## src/sv/obstacle_list_fusion_unit_macros.svh

```systemverilog
// assertion helpers for the obstacle list fusion unit
`ifndef OBSTACLE_LIST_FUSION_UNIT_MACROS_SVH
`define OBSTACLE_LIST_FUSION_UNIT_MACROS_SVH

// implication checked on every clock edge outside reset
`define OLF_ASSERT_IMPL(label, ante, cons, msg) \
  label: assert property (@(posedge clk_i) disable iff (!rst_ni) (ante) |-> (cons)) \
    else $error(msg);

// next-cycle implication
`define OLF_ASSERT_NEXT(label, ante, cons, msg) \
  label: assert property (@(posedge clk_i) disable iff (!rst_ni) (ante) |=> (cons)) \
    else $error(msg);

`endif

```

## src/sv/olf_pkg.sv

```systemverilog
`default_nettype none
package olf_pkg;

  localparam logic [1:0] FuncLoadLocal  = 2'd0;
  localparam logic [1:0] FuncLoadRemote = 2'd1;
  localparam logic [1:0] FuncRun        = 2'd2;

  localparam logic [2:0] RegMatchDist  = 3'd0;
  localparam logic [2:0] RegFieldMin   = 3'd1;
  localparam logic [2:0] RegFieldMaxX  = 3'd2;
  localparam logic [2:0] RegFieldMaxY  = 3'd3;
  localparam logic [2:0] RegEmptyMark  = 3'd4;
  localparam logic [2:0] RegStaleLimit = 3'd5;

  localparam logic [2:0] StaleSat = 3'd5;

  typedef struct packed {
    logic [1:0]  func;
    logic [1:0]  slot;
    logic [14:0] pos_x;
    logic [14:0] pos_y;
    logic [15:0] variance;
    logic [14:0] partner_x;
    logic [14:0] partner_y;
    logic        local_valid;
    logic        remote_valid;
  } in_item_t;

  typedef struct packed {
    logic [1:0]  entry_index;
    logic [14:0] enemy_x;
    logic [14:0] enemy_y;
    logic        fused;
    logic        last;
  } out_item_t;

  typedef struct packed {
    logic [11:0] match_distance;
    logic [11:0] field_min;
    logic [14:0] field_max_x;
    logic [14:0] field_max_y;
    logic [14:0] empty_marker;
    logic [2:0]  stale_limit;
  } cfg_t;

  // controller to datapath
  typedef struct packed {
    logic latch_run;   // capture run item
    logic filter;      // apply self/partner filters
    logic pair_step;   // evaluate pair (i,j); never asserted by olf_ctrl
    logic div_start;   // launch weighted means
    logic pair_write;  // write fused entry, clear pair
    logic fill_step;   // copy leftover detection at scan index
    logic zero_step;   // zero list entry at k
    logic emit;        // drive result at emit index
  } cmd_t;

  // datapath to controller
  typedef struct packed {
    logic pair_hit;
    logic div_done;
    logic fill_hit;
    logic list_full;
  } sts_t;

  function automatic logic [14:0] abs_diff(input logic [14:0] a, input logic [14:0] b);
    abs_diff = (a > b) ? (a - b) : (b - a);
  endfunction

endpackage
`default_nettype wire

```

## src/sv/olf_ctrl.sv

```systemverilog
`default_nettype none
// sequencer: gate, filter, pairing walk, fill, zero and emit
module olf_ctrl
  import olf_pkg::*;
#(
  parameter int SLOTS = 4,
  parameter int IdxW  = (SLOTS > 1) ? $clog2(SLOTS) : 1
) (
  input  wire logic      clk_i,
  input  wire logic      rst_ni,
  input  wire logic      run_i,
  input  wire logic      lval_i,
  input  wire logic      rval_i,
  input  wire logic [2:0] stale_limit_i,
  input  wire sts_t      sts_i,
  output cmd_t           cmd_o,
  output logic [IdxW-1:0] idx_o,
  output logic [IdxW-1:0] jdx_o,
  output logic           scan_remote_o,
  output logic           fused_o,
  output logic           busy_o
);
  localparam logic [2:0] StIdle  = 3'd0;
  localparam logic [2:0] StFilt  = 3'd1;
  localparam logic [2:0] StPair  = 3'd2;
  localparam logic [2:0] StDiv   = 3'd3;
  localparam logic [2:0] StFill  = 3'd4;
  localparam logic [2:0] StZero  = 3'd5;
  localparam logic [2:0] StEmit  = 3'd6;

  localparam logic [IdxW-1:0] LastIdx = IdxW'(SLOTS - 1);

  logic [2:0]      state_q, state_d;
  logic [IdxW-1:0] i_q, i_d, j_q, j_d;
  logic            rem_q, rem_d, fused_q, fused_d, wait_q, wait_d;
  logic [2:0]      lst_q, lst_d, rst_q, rst_d;
  logic            do_fuse;

  assign do_fuse = (rval_i || rst_q > stale_limit_i) && (lval_i || lst_q > stale_limit_i);

  always_comb begin
    state_d = state_q;
    i_d = i_q;
    j_d = j_q;
    rem_d = rem_q;
    fused_d = fused_q;
    wait_d = wait_q;
    lst_d = lst_q;
    rst_d = rst_q;
    cmd_o = '0;
    unique case (state_q)
      StIdle: begin
        if (run_i) begin
          cmd_o.latch_run = 1'b1;
          fused_d = do_fuse;
          i_d = '0;
          j_d = '0;
          rem_d = 1'b0;
          if (do_fuse) begin
            lst_d = '0;
            rst_d = '0;
            state_d = StFilt;
          end else begin
            if (!rval_i && rst_q < StaleSat) rst_d = rst_q + 1'b1;
            if (!lval_i && lst_q < StaleSat) lst_d = lst_q + 1'b1;
            state_d = StEmit;
          end
        end
      end
      StFilt: begin
        cmd_o.filter = 1'b1;
        state_d = StPair;
      end
      StPair: begin
        if (sts_i.pair_hit && !sts_i.list_full) begin
          cmd_o.div_start = 1'b1;
          wait_d = 1'b1;
          state_d = StDiv;
        end else if (j_q == LastIdx) begin
          j_d = '0;
          if (i_q == LastIdx) begin
            i_d = '0;
            state_d = StFill;
          end else begin
            i_d = i_q + 1'b1;
          end
        end else begin
          j_d = j_q + 1'b1;
        end
      end
      StDiv: begin
        wait_d = 1'b0;
        if (sts_i.div_done && !wait_q) begin
          cmd_o.pair_write = 1'b1;
          j_d = '0;
          if (i_q == LastIdx) begin
            i_d = '0;
            state_d = StFill;
          end else begin
            i_d = i_q + 1'b1;
            state_d = StPair;
          end
        end
      end
      StFill: begin
        cmd_o.fill_step = 1'b1;
        if (i_q == LastIdx) begin
          i_d = '0;
          if (rem_q) state_d = StZero;
          rem_d = ~rem_q;
        end else begin
          i_d = i_q + 1'b1;
        end
      end
      StZero: begin
        if (sts_i.list_full) begin
          state_d = StEmit;
        end else begin
          cmd_o.zero_step = 1'b1;
        end
      end
      StEmit: begin
        cmd_o.emit = 1'b1;
        if (i_q == LastIdx) begin
          i_d = '0;
          state_d = StIdle;
        end else begin
          i_d = i_q + 1'b1;
        end
      end
      default: state_d = StIdle;
    endcase
  end

  always_ff @(posedge clk_i or negedge rst_ni) begin
    if (!rst_ni) begin
      state_q <= StIdle;
      i_q <= '0;
      j_q <= '0;
      rem_q <= 1'b0;
      fused_q <= 1'b0;
      wait_q <= 1'b0;
      lst_q <= '0;
      rst_q <= '0;
    end else begin
      state_q <= state_d;
      i_q <= i_d;
      j_q <= j_d;
      rem_q <= rem_d;
      fused_q <= fused_d;
      wait_q <= wait_d;
      lst_q <= lst_d;
      rst_q <= rst_d;
    end
  end

  assign idx_o = i_q;
  assign jdx_o = j_q;
  assign scan_remote_o = rem_q;
  assign fused_o = fused_q;
  assign busy_o = (state_q != StIdle);

  `include "obstacle_list_fusion_unit_macros.svh"

  `OLF_ASSERT_IMPL(a_stale_sat, 1'b1, (lst_q <= StaleSat) && (rst_q <= StaleSat), "stale count over limit")
  `OLF_ASSERT_NEXT(a_filter_then_pair, state_q == StFilt, state_q == StPair, "filter not followed by pairing")
  `OLF_ASSERT_IMPL(a_one_cmd, 1'b1, $onehot0({cmd_o.filter, cmd_o.div_start, cmd_o.pair_write, cmd_o.fill_step, cmd_o.zero_step, cmd_o.emit}), "overlapping commands")

endmodule
`default_nettype wire

```

## config.mk

```make
export PLATFORM = sky130hd
export DESIGN_NAME = olf_ctrl
export DESIGN_NICKNAME = d
export VERILOG_FILES = /design/src/sv/olf_pkg.sv /design/src/sv/olf_ctrl.sv
export VERILOG_INCLUDE_DIRS = /design/src /design/src/sv
export SDC_FILE = /design/constraint.sdc
export NUM_CORES = 1
export LEC_CHECK = 0
export ABC_AREA = 1
export ABC_CLOCK_PERIOD_IN_PS = 2950
export BUFFER_PORTS_ARGS = -buffer_cell sky130_fd_sc_hd__buf_2
export CAP_MARGIN = 20
export CORE_ASPECT_RATIO = 1.4
export CORE_MARGIN = 4
export CORE_UTILIZATION = 50
export DETAILED_ROUTE_END_ITERATION = 8
export GPL_TIMING_DRIVEN = 0
export HOLD_SLACK_MARGIN = 0.05
export MAX_ROUTING_LAYER = met4
export PLACE_DENSITY = 0.74
export SLEW_MARGIN = 30
export SYNTH_ARGS = -nofsm -noshare
export SYNTH_HDL_FRONTEND = slang
export SYNTH_SLANG_ARGS = --single-unit
export TNS_END_PERCENT = 5
```

## constraint.sdc

```tcl
create_clock -name clk_i -period 2.95 [get_ports clk_i]
set_input_delay 0.4425 -clock clk_i [delete_from_list [all_inputs] [get_ports clk_i]]
set_output_delay 0.4425 -clock clk_i [all_outputs]
set_load 0.01 [all_outputs]
```

=== Word level (Yosys, flattened, before mapping) ===
Index checks and enable logic that the tools add are counted.

* Word-level logic and storage cells: 106
* Output and inout port bits: 15
* Bits in registers: 16

* Reductions and logical operators: 28
* Order comparisons: 4
* Eq/ne operators: 19
* Bitwise gates (word level): 1
* $add $sub $neg: 4
* Mux-type cells: 42

{| class="wikitable"
|+ Operators with widths
! cell !! number
|-
| 3-bit two-way mux || 15
|-
| 3-bit one-hot mux with 7 select lines || 1
|-
| 2-bit inequality test (second input constant) || 9
|-
| 2-bit two-way mux || 8
|-
| 1-bit two-way mux || 14
|-
| 3-bit equality test (second input constant) || 3
|-
| 3-bit AND reduction || 3
|-
| 2-bit one-hot mux with 4 select lines || 1
|-
| 8-bit AND reduction || 1
|-
| 2-bit nonzero test || 4
|-
| 3-bit by 1-bit adder with 3-bit output (second input constant) || 2
|-
| 3-bit by 2-bit equality test with 1-bit output (second input constant) || 2
|-
| 3-bit greater-than comparator || 2
|-
| 3-bit less-than comparator (second input constant) || 2
|-
| 3-bit inequality test (second input constant) || 2
|-
| 2-bit one-hot mux with 3 select lines || 1
|-
| 3-bit nonzero test || 2
|-
| 1-bit logical AND || 5
|-
| 5-bit AND reduction || 1
|-
| 2-bit by 1-bit adder with 2-bit output (second input constant) || 2
|-
| 2-bit equality test (second input constant) || 2
|-
| 1-bit logical NOT || 4
|-
| 1-bit one-hot mux with 2 select lines || 2
|-
| 2-bit AND reduction || 2
|-
| 7 further kinds || 8
|}

=== Depth between registers and ports, before layout ===
Gate-level depths: netlist (run 1).

* Word-level depth: 6
* Gate-level depth with buffers: 12
* Gate-level depth less buffers: 12

=== Least setup slack after synthesis (run 1) ===
Ideal clock, no wire load.

* Path type: input -> register
* Start point: in stale_limit_i[2]
* End point: reg state_q[1]
* Stages: 11
* Buffers on the path: 0
* Setup slack: 1.456 ns
* Data arrival time: 1.429 ns
* Path through: inv_1 -> ha_1 -> a21oi_1 -> nand2_1 -> nand2_1 -> nand2_1 -> nand2_1 -> nand2_1 -> nand2_1 -> nand2_1 -> nand2_1

* Word-level cells in the longest chain between the ends: 6

{| class="wikitable"
|+ Ends and longest elaborated chain
! what !! RTL line !! source
|-
| start, declared || olf_ctrl.sv:14 || <nowiki>input wire logic [2:0] stale_limit_i,</nowiki>
|-
| 3-bit greater-than comparator || olf_ctrl.sv:39 || <nowiki>assign do_fuse = (rval_i || rst_q > stale_limit_i) && (lval_i || lst_q > stale_limit_i);</nowiki>
|-
| 1-bit logical OR || olf_ctrl.sv:39 ||
|-
| 1-bit logical AND * || olf_ctrl.sv:39 ||
|-
| 3-bit two-way mux * || olf_ctrl.sv:59 || <nowiki>if (do_fuse) begin</nowiki>
|-
| 3-bit two-way mux * || olf_ctrl.sv:53 || <nowiki>if (run_i) begin</nowiki>
|-
| 3-bit one-hot mux with 7 select lines * || olf_ctrl.sv:51 || <nowiki>unique case (state_q)</nowiki>
|-
| end signal, assigned || olf_ctrl.sv:137 || <nowiki>state_q <= StIdle;</nowiki>
|-
| end signal, assigned || olf_ctrl.sv:146 || <nowiki>state_q <= state_d;</nowiki>
|-
| end, declared || olf_ctrl.sv:33 || <nowiki>logic [2:0] state_q, state_d;</nowiki>
|}

Every way passes the cells marked *; elsewhere a longest branch is shown, timed or not. The select of a mux whose other input is x is not followed.
A chain may end at the register's enable or synchronous reset.

==> out/metrics.csv, run 1 <==
stage,metric,value,unit
setup_path,crit-path max FO,8,
clock_network,CTS tree,built,
power,Pleak,0.000869,uW
global_route,largest net degree at the start of global routing,17,
global_route,total track usage,18.2,%
logic_synthesis,Mapped Nets,191,
setup_path,worst endpoint required time,2510,ps
die,starting density of the core,52.2,%
final_layout,synthesis-to-layout area growth,15.9,%
clock_network,Longest Clk Path Bufs,2,
logic_synthesis,"EDFF count, synth",0,
routing,Via density,4.94,
logic_synthesis,Unique masters post-synth,30,
routing,initial DRC count,24,
logic_synthesis,ys async rst share,100,%
power,PD cells,927,nW/um^2
logic_synthesis,"Avg Cell Area, Syn",7.39,um^2
timing,Final WS setup,1020,ps
routing,Routed WL,2660,um
logic_synthesis,register area share after synthesis,32.1,%
clock_network,CTS Hold Bufs,0,
routing,via count,1142,
timing,Tmin final,1930,ps
timing,Max Clock Freq,0.518,GHz
place,Port Buf Inserts,24,
clock_network,root cell of the clock tree,clkbuf_4,
final_layout,"most common cell after layout, fill and taps aside",nand2_1,
clock_network,clock-pin transition on the worst setup and hold timing paths,90,ps
global_route,grt total ovfl,0,
power,VDD IR-drop max,0.540,mV
clock_network,CTS Buf Count,3,
setup_path,Worst EP arrival,1490,ps
logic_synthesis,Mapped Area,1250,um^2
final_layout,most frequent cells in the layout,"48 x nand2_1, 25 x buf_2, 22 x inv_1, 16 x dfrtp_1, 15 x nand3_1",
setup_path,CP Cell Sequence,"buf_2, inv_4, nand3_4, nor2_2, buf_2",
clock_network,Post-CTS Resized,0,
timing,final setup TNS,0,ps
global_route,via count of the first global-routing pass,1122,
die,Rows,21,
global_route,initial antenna violation count,0,
final_layout,share of layout cells above drive strength 1,27.4,%
clock_network,Skew-Pair Late Insertion Delay,290,ps
timing,max-slew violations,0,
clock_network,H-tree levels,1,
timing,final worst path period share,65.4,%
place,RD Place Congestion,0.961,
setup_path,"most used cell, CP",buf_2,
die,Die H,67.1,um
logic_synthesis,synthesized flop and latch total,16,
worst_hold_path,hold crit path type,input pin to asynchronous set/reset pin,
logic_synthesis,Synth Warn #,0,
final_layout,Fill cells,213,
place,Place WS,1190,ps
die,num ports,27,
setup_path,Critical-path top delay cell,dfrtp_1,
routing,1st-pass router iterations,4,
clock_network,post-CTS setup buffer count,0,
die,die footprint,3370,um^2
setup_path,Max stage delay on crit path,370,ps
routing,antenna-violating nets left,0,
global_route,first-pass GRT wire length,4600,um
routing,DR DRC count,0,
status,status,"complete, no violations",
power,Final Power,1340,uW
final_layout,final core occ,60.5,%
clock_network,CTS Sinks,16,
timing,worst clock skew,2.92,ps
final_layout,antenna fix cells,0,
timing,# setup viols final,0,
setup_path,Startpoint Class,register,
timing,"Hold Vio Cnt, Final",0,
logic_synthesis,"Primary FF master, synth",dfrtp_1,
place,HPWL after DPL,2200,um
die,die width,50.2,um
timing,RSZ-0062 raised after global routing,no,
routing,wire length per cell,11.5,um
setup_path,Setup CP Type,register to output port,
setup_path,CP endpoint kind,output port,
flow_run,maxcap violations,0,
die,core area,2390,um^2
final_layout,Final nets,220,
logic_synthesis,Syn Inst Count,169,
[layout make-up]
class	instances	area [um^2]	area share, %
buffer	3	23.8	1.64
clock buffer	4	36.3	2.51
inverter	25	98.8	6.83
multi-input combinational	125	726	50.1
sequential	16	400	27.7
tap	34	42.5	2.94
timing repair buffer	24	120	8.30
[report_power, final]
| part | total, uW | internal (uW) | switching [uW] |
|---|---|---|---|
| Combinational | 821 | 306 | 515 |
| Sequential | 374 | 304 | 70.6 |
| Clock | 146 | 75.2 | 70.9 |
| Total | 1340 | 685 | 656 |
[through the flow]
stage | area [um^2] | cells | hold WS, ps
CTS | 1450 | 231 | 63.2
global route | 1450 | 231 | 73.6
global placement | 1410 | 227 | 371
finish | 1450 | 231 | 47.7
floorplan | 1250 | 169 | 147
detailed placement | 1410 | 227 | 378
[routing by layer]
metal / wire length [um] / vias to the layer above / track usage [%]
li1: - / 591 / -
met1: 1100 / 517 / 20.2
met2: 1410 / 29 / 33.3
met3: 108 / 5 / 1.55
met4: 44 / 0 / 7.27
met5: 0 / - / -
[registers in the layout, summed over array words and instances (netlist names)]
name           cells
state_q            3
scan_remote_o      1
rst_q              3
lst_q              3
fused_o            1
wait_q             1
jdx_o              2
idx_o              2
[worst paths after layout]
path,depth (start not counted),end,slack (ps),start
max,5,cmd_o[4],1020,state_q[2]
min,1,state_q[1],50,rst_ni
min reg2reg,2,fused_o,490,fused_o
max in group asynchronous,1,lst_q[1],2640,rst_ni
min in group clk_i,2,fused_o,490,fused_o
max reg2reg,10,state_q[2],1380,lst_q[2]
[kinds of logic after synthesis]
family / count (synthesis) / share of synthesized area [%]
fa+ha+maj: 10 / 10.0
compound gates: 15 / 7.21
xor+xnor: 2 / 1.40
other cells: 1 / 0.300
mux: 1 / 0.902
buf+inv: 28 / 9.82
simple gates: 96 / 38.3
flops: 16 / 32.1
[worst max-delay path: cells and delay by family (launching register included)]
kind,cells,cell delay [ps]
buf+inv,3,490
simple gates,2,330
flops,1,370
[synth_stat cells (2+ instances only)]
master	instances	area, um^2
nand3_1	15	75.1
inv_4	2	12.5
nand3_2	2	20.0
nor2_4	4	45.0
a21oi_1	4	20.0
nand2_2	3	18.8
nand2_4	2	22.5
xor2_1	2	17.5
inv_1	22	82.6
nor3_1	3	15.0
o21ai_0	6	30.0
nor2_1	12	45.0
dfrtp_1	16	400
ha_1	10	125
nor2_2	4	25.0
nand2_1	48	180
No activity file was read; power rests on OpenSTA's default activity.
==> inputs of run 2 (changes only) <==
Settings changed: ABC_CLOCK_PERIOD_IN_PS 2950 to 1700, CORE_UTILIZATION 50 to 48, PLACE_DENSITY 0.74 to 0.75.
Clock period 2.95 ns to 1.7 ns, I/O delays scaled along.
==> out/metrics.csv, run 2 (synthesis gave the netlist of run 1 again) <==
stage,metric,value,unit,change
final_layout,Fill cells,237,,+11%
die,core area,2440,um^2,+2.2%
worst_hold_path,hold crit path type,input pin to register,,
timing,worst clock skew,1.97,ps,-0.951 ps
place,Placed Cells,227,,unchanged
worst_hold_path,Hold Crit Start,run_i,,
setup_path,worst r2r dst,state_q[1],,
global_route,first-pass GRT wire length,4650,um,+1.2%
final_layout,Largest regs,"lst_q (3), rst_q (3), state_q (3)",,
die,starting density of the core,51.1,%,-1.1 points
place,RD Place Congestion,0.923,,-4.0%
clock_network,CTS Buf Count,3,,unchanged
worst_hold_path,WHS Endpoint,fused_o,,
power,VDD IR-drop max,0.886,mV,+64%
power,Final Power,2320,uW,+73%
setup_path,Startpoint Class,register,,
routing,antenna-violating nets left,0,,unchanged
timing,max-slew violations,0,,unchanged
clock_network,CTS Sinks,16,,unchanged
timing,final worst path period share,96.3,%,
global_route,largest net degree at the start of global routing,17,,unchanged
global_route,via count of the first global-routing pass,1154,,+2.9%
power,Pleak,0.000870,uW,about the same
routing,DR DRC count,0,,unchanged
routing,Via density,4.94,,about the same
setup_path,crit-path max FO,7,,-1
routing,initial DRC count,20,,-17%
final_layout,Final nets,222,,+0.91%
routing,Routed WL,2770,um,+4.1%
clock_network,clock-pin transition on the worst setup and hold timing paths,90,ps,about the same
routing,via count,1146,,+0.35%
die,num ports,27,,unchanged
flow_run,maxcap violations,0,,unchanged
die,die footprint,3490,um^2,+3.6%
place,Port Buf Inserts,24,,unchanged
routing,1st-pass router iterations,4,,unchanged
final_layout,antenna fix cells,0,,unchanged
clock_network,Skew-Pair Late Insertion Delay,280,ps,about the same
setup_path,Setup CP Type,register to output port,,
final_layout,Layout Cells excl Fill,232,,+0.43%
setup_path,worst endpoint required time,1440,ps,-1070 ps
setup_path,worst reg2reg path startpoint,rst_q[2],,
timing,# setup viols final,0,,unchanged
final_layout,final core occ,60.3,%,-0.23 points
final_layout,synthesis-to-layout area growth,18.0,%,
clock_network,CTS tree,built,,
status,status,"complete, no violations",,
setup_path,CP endpoint kind,output port,,
clock_network,Longest Clk Path Bufs,2,,unchanged
timing,Max Clock Freq,0.611,GHz,
die,die width,51.1,um,+1.7%
global_route,total track usage,17.7,%,-0.51 points
final_layout,most frequent cells in the layout,"46 x nand2_1, 23 x buf_2, 21 x inv_1, 15 x nand3_1, 15 x dfrtp_1",,
power,PD cells,1580,nW/um^2,+70%
final_layout,share of layout cells above drive strength 1,29.3,%,+1.9 points
place,HPWL after DPL,2250,um,+2.2%
global_route,initial antenna violation count,0,,unchanged
setup_path,R2R cell count,10,,unchanged
timing,hold slack,338,ps,+290 ps
timing,"Hold Vio Cnt, Final",0,,unchanged
clock_network,H-tree levels,1,,unchanged
die,Rows,21,,unchanged
timing,Final WS setup,62.5,ps,-957 ps
setup_path,Worst EP arrival,1380,ps,-110 ps
timing,Tmin final,1640,ps,
global_route,grt total ovfl,0,,unchanged
setup_path,FF-to-FF setup slack,190,ps,-1190 ps
routing,wire length per cell,12.0,um,+3.7%
final_layout,"most common cell after layout, fill and taps aside",nand2_1,,
worst_hold_path,Hold Crit Depth,4,,
die,Die H,68.4,um,+1.8%
clock_network,root cell of the clock tree,clkbuf_4,,
place,Place WS,129,ps,-1060 ps
timing,RSZ-0062 raised after global routing,yes,,
-- run 2: how the worst max path moves through the flow --
stage	from	to	slack [ps]	depth (start not counted)
2_1_floorplan	lst_q[2]	state_q[1]	310	10
3_3_place_gp	stale_limit_i[2]	state_q[2]	170	12
3_5_place_dp	stale_limit_i[2]	state_q[2]	130	12
4_1_cts	state_q[1]	cmd_o[7]	2	7
5_1_grt	state_q[0]	cmd_o[7]	-8	6
6_report	state_q[0]	cmd_o[7]	60	6
-- run 2: through the flow --
stage | cell area [um^2] | TNS, ps
global route | 1470 | -13.3
CTS | 1450 | 0
floorplan | 1250 | 0
detailed placement | 1410 | 0
global placement | 1410 | 0
finish | 1470 | 0
-- run 2: what timing repair did --
item                                    4_1_cts  5_1_grt
resized for setup                             1        7
setup buffers                                 0        1
pin swaps                                     0        1
hold buffers                                  1        0
endpoints found under the setup margin        1        4
hold endpoints to repair                     16        0
-- run 2: layout make-up --
type	count	area (um^2)	area share [%]
Buffer	3	26.3	1.78
Clock buffer	3	22.5	1.53
Inverter	25	101	6.88
Multi-Input combinational cell	125	736	49.9
Sequential cell	16	402	27.2
Tap cell	34	42.5	2.89
Timing Repair Buffer	26	144	9.76
-- run 2: where the power goes --
| part | total [uW] | switching (uW) | internal (uW) |
|---|---|---|---|
| clock network | 193 | 111 | 82.2 |
| registers | 657 | 127 | 530 |
| logic | 1470 | 902 | 570 |
-- run 2: worst max-delay path: stages (launching register included) --
cell and delay, ps:
dfrtp_2 490, nor2_4 200, nand2_4 70, inv_4 90, nand2_4 80, inv_2 80, buf_6 100
-- run 2: layer usage --
metal | routed length, um | global-route usage [%] | vias to the layer above
met5 | 0 | - | -
met4 | 19 | 5.72 | 0
met3 | 119 | 1.53 | 2
met2 | 1500 | 33.4 | 30
met1 | 1140 | 19.3 | 522
li1 | - | - | 592
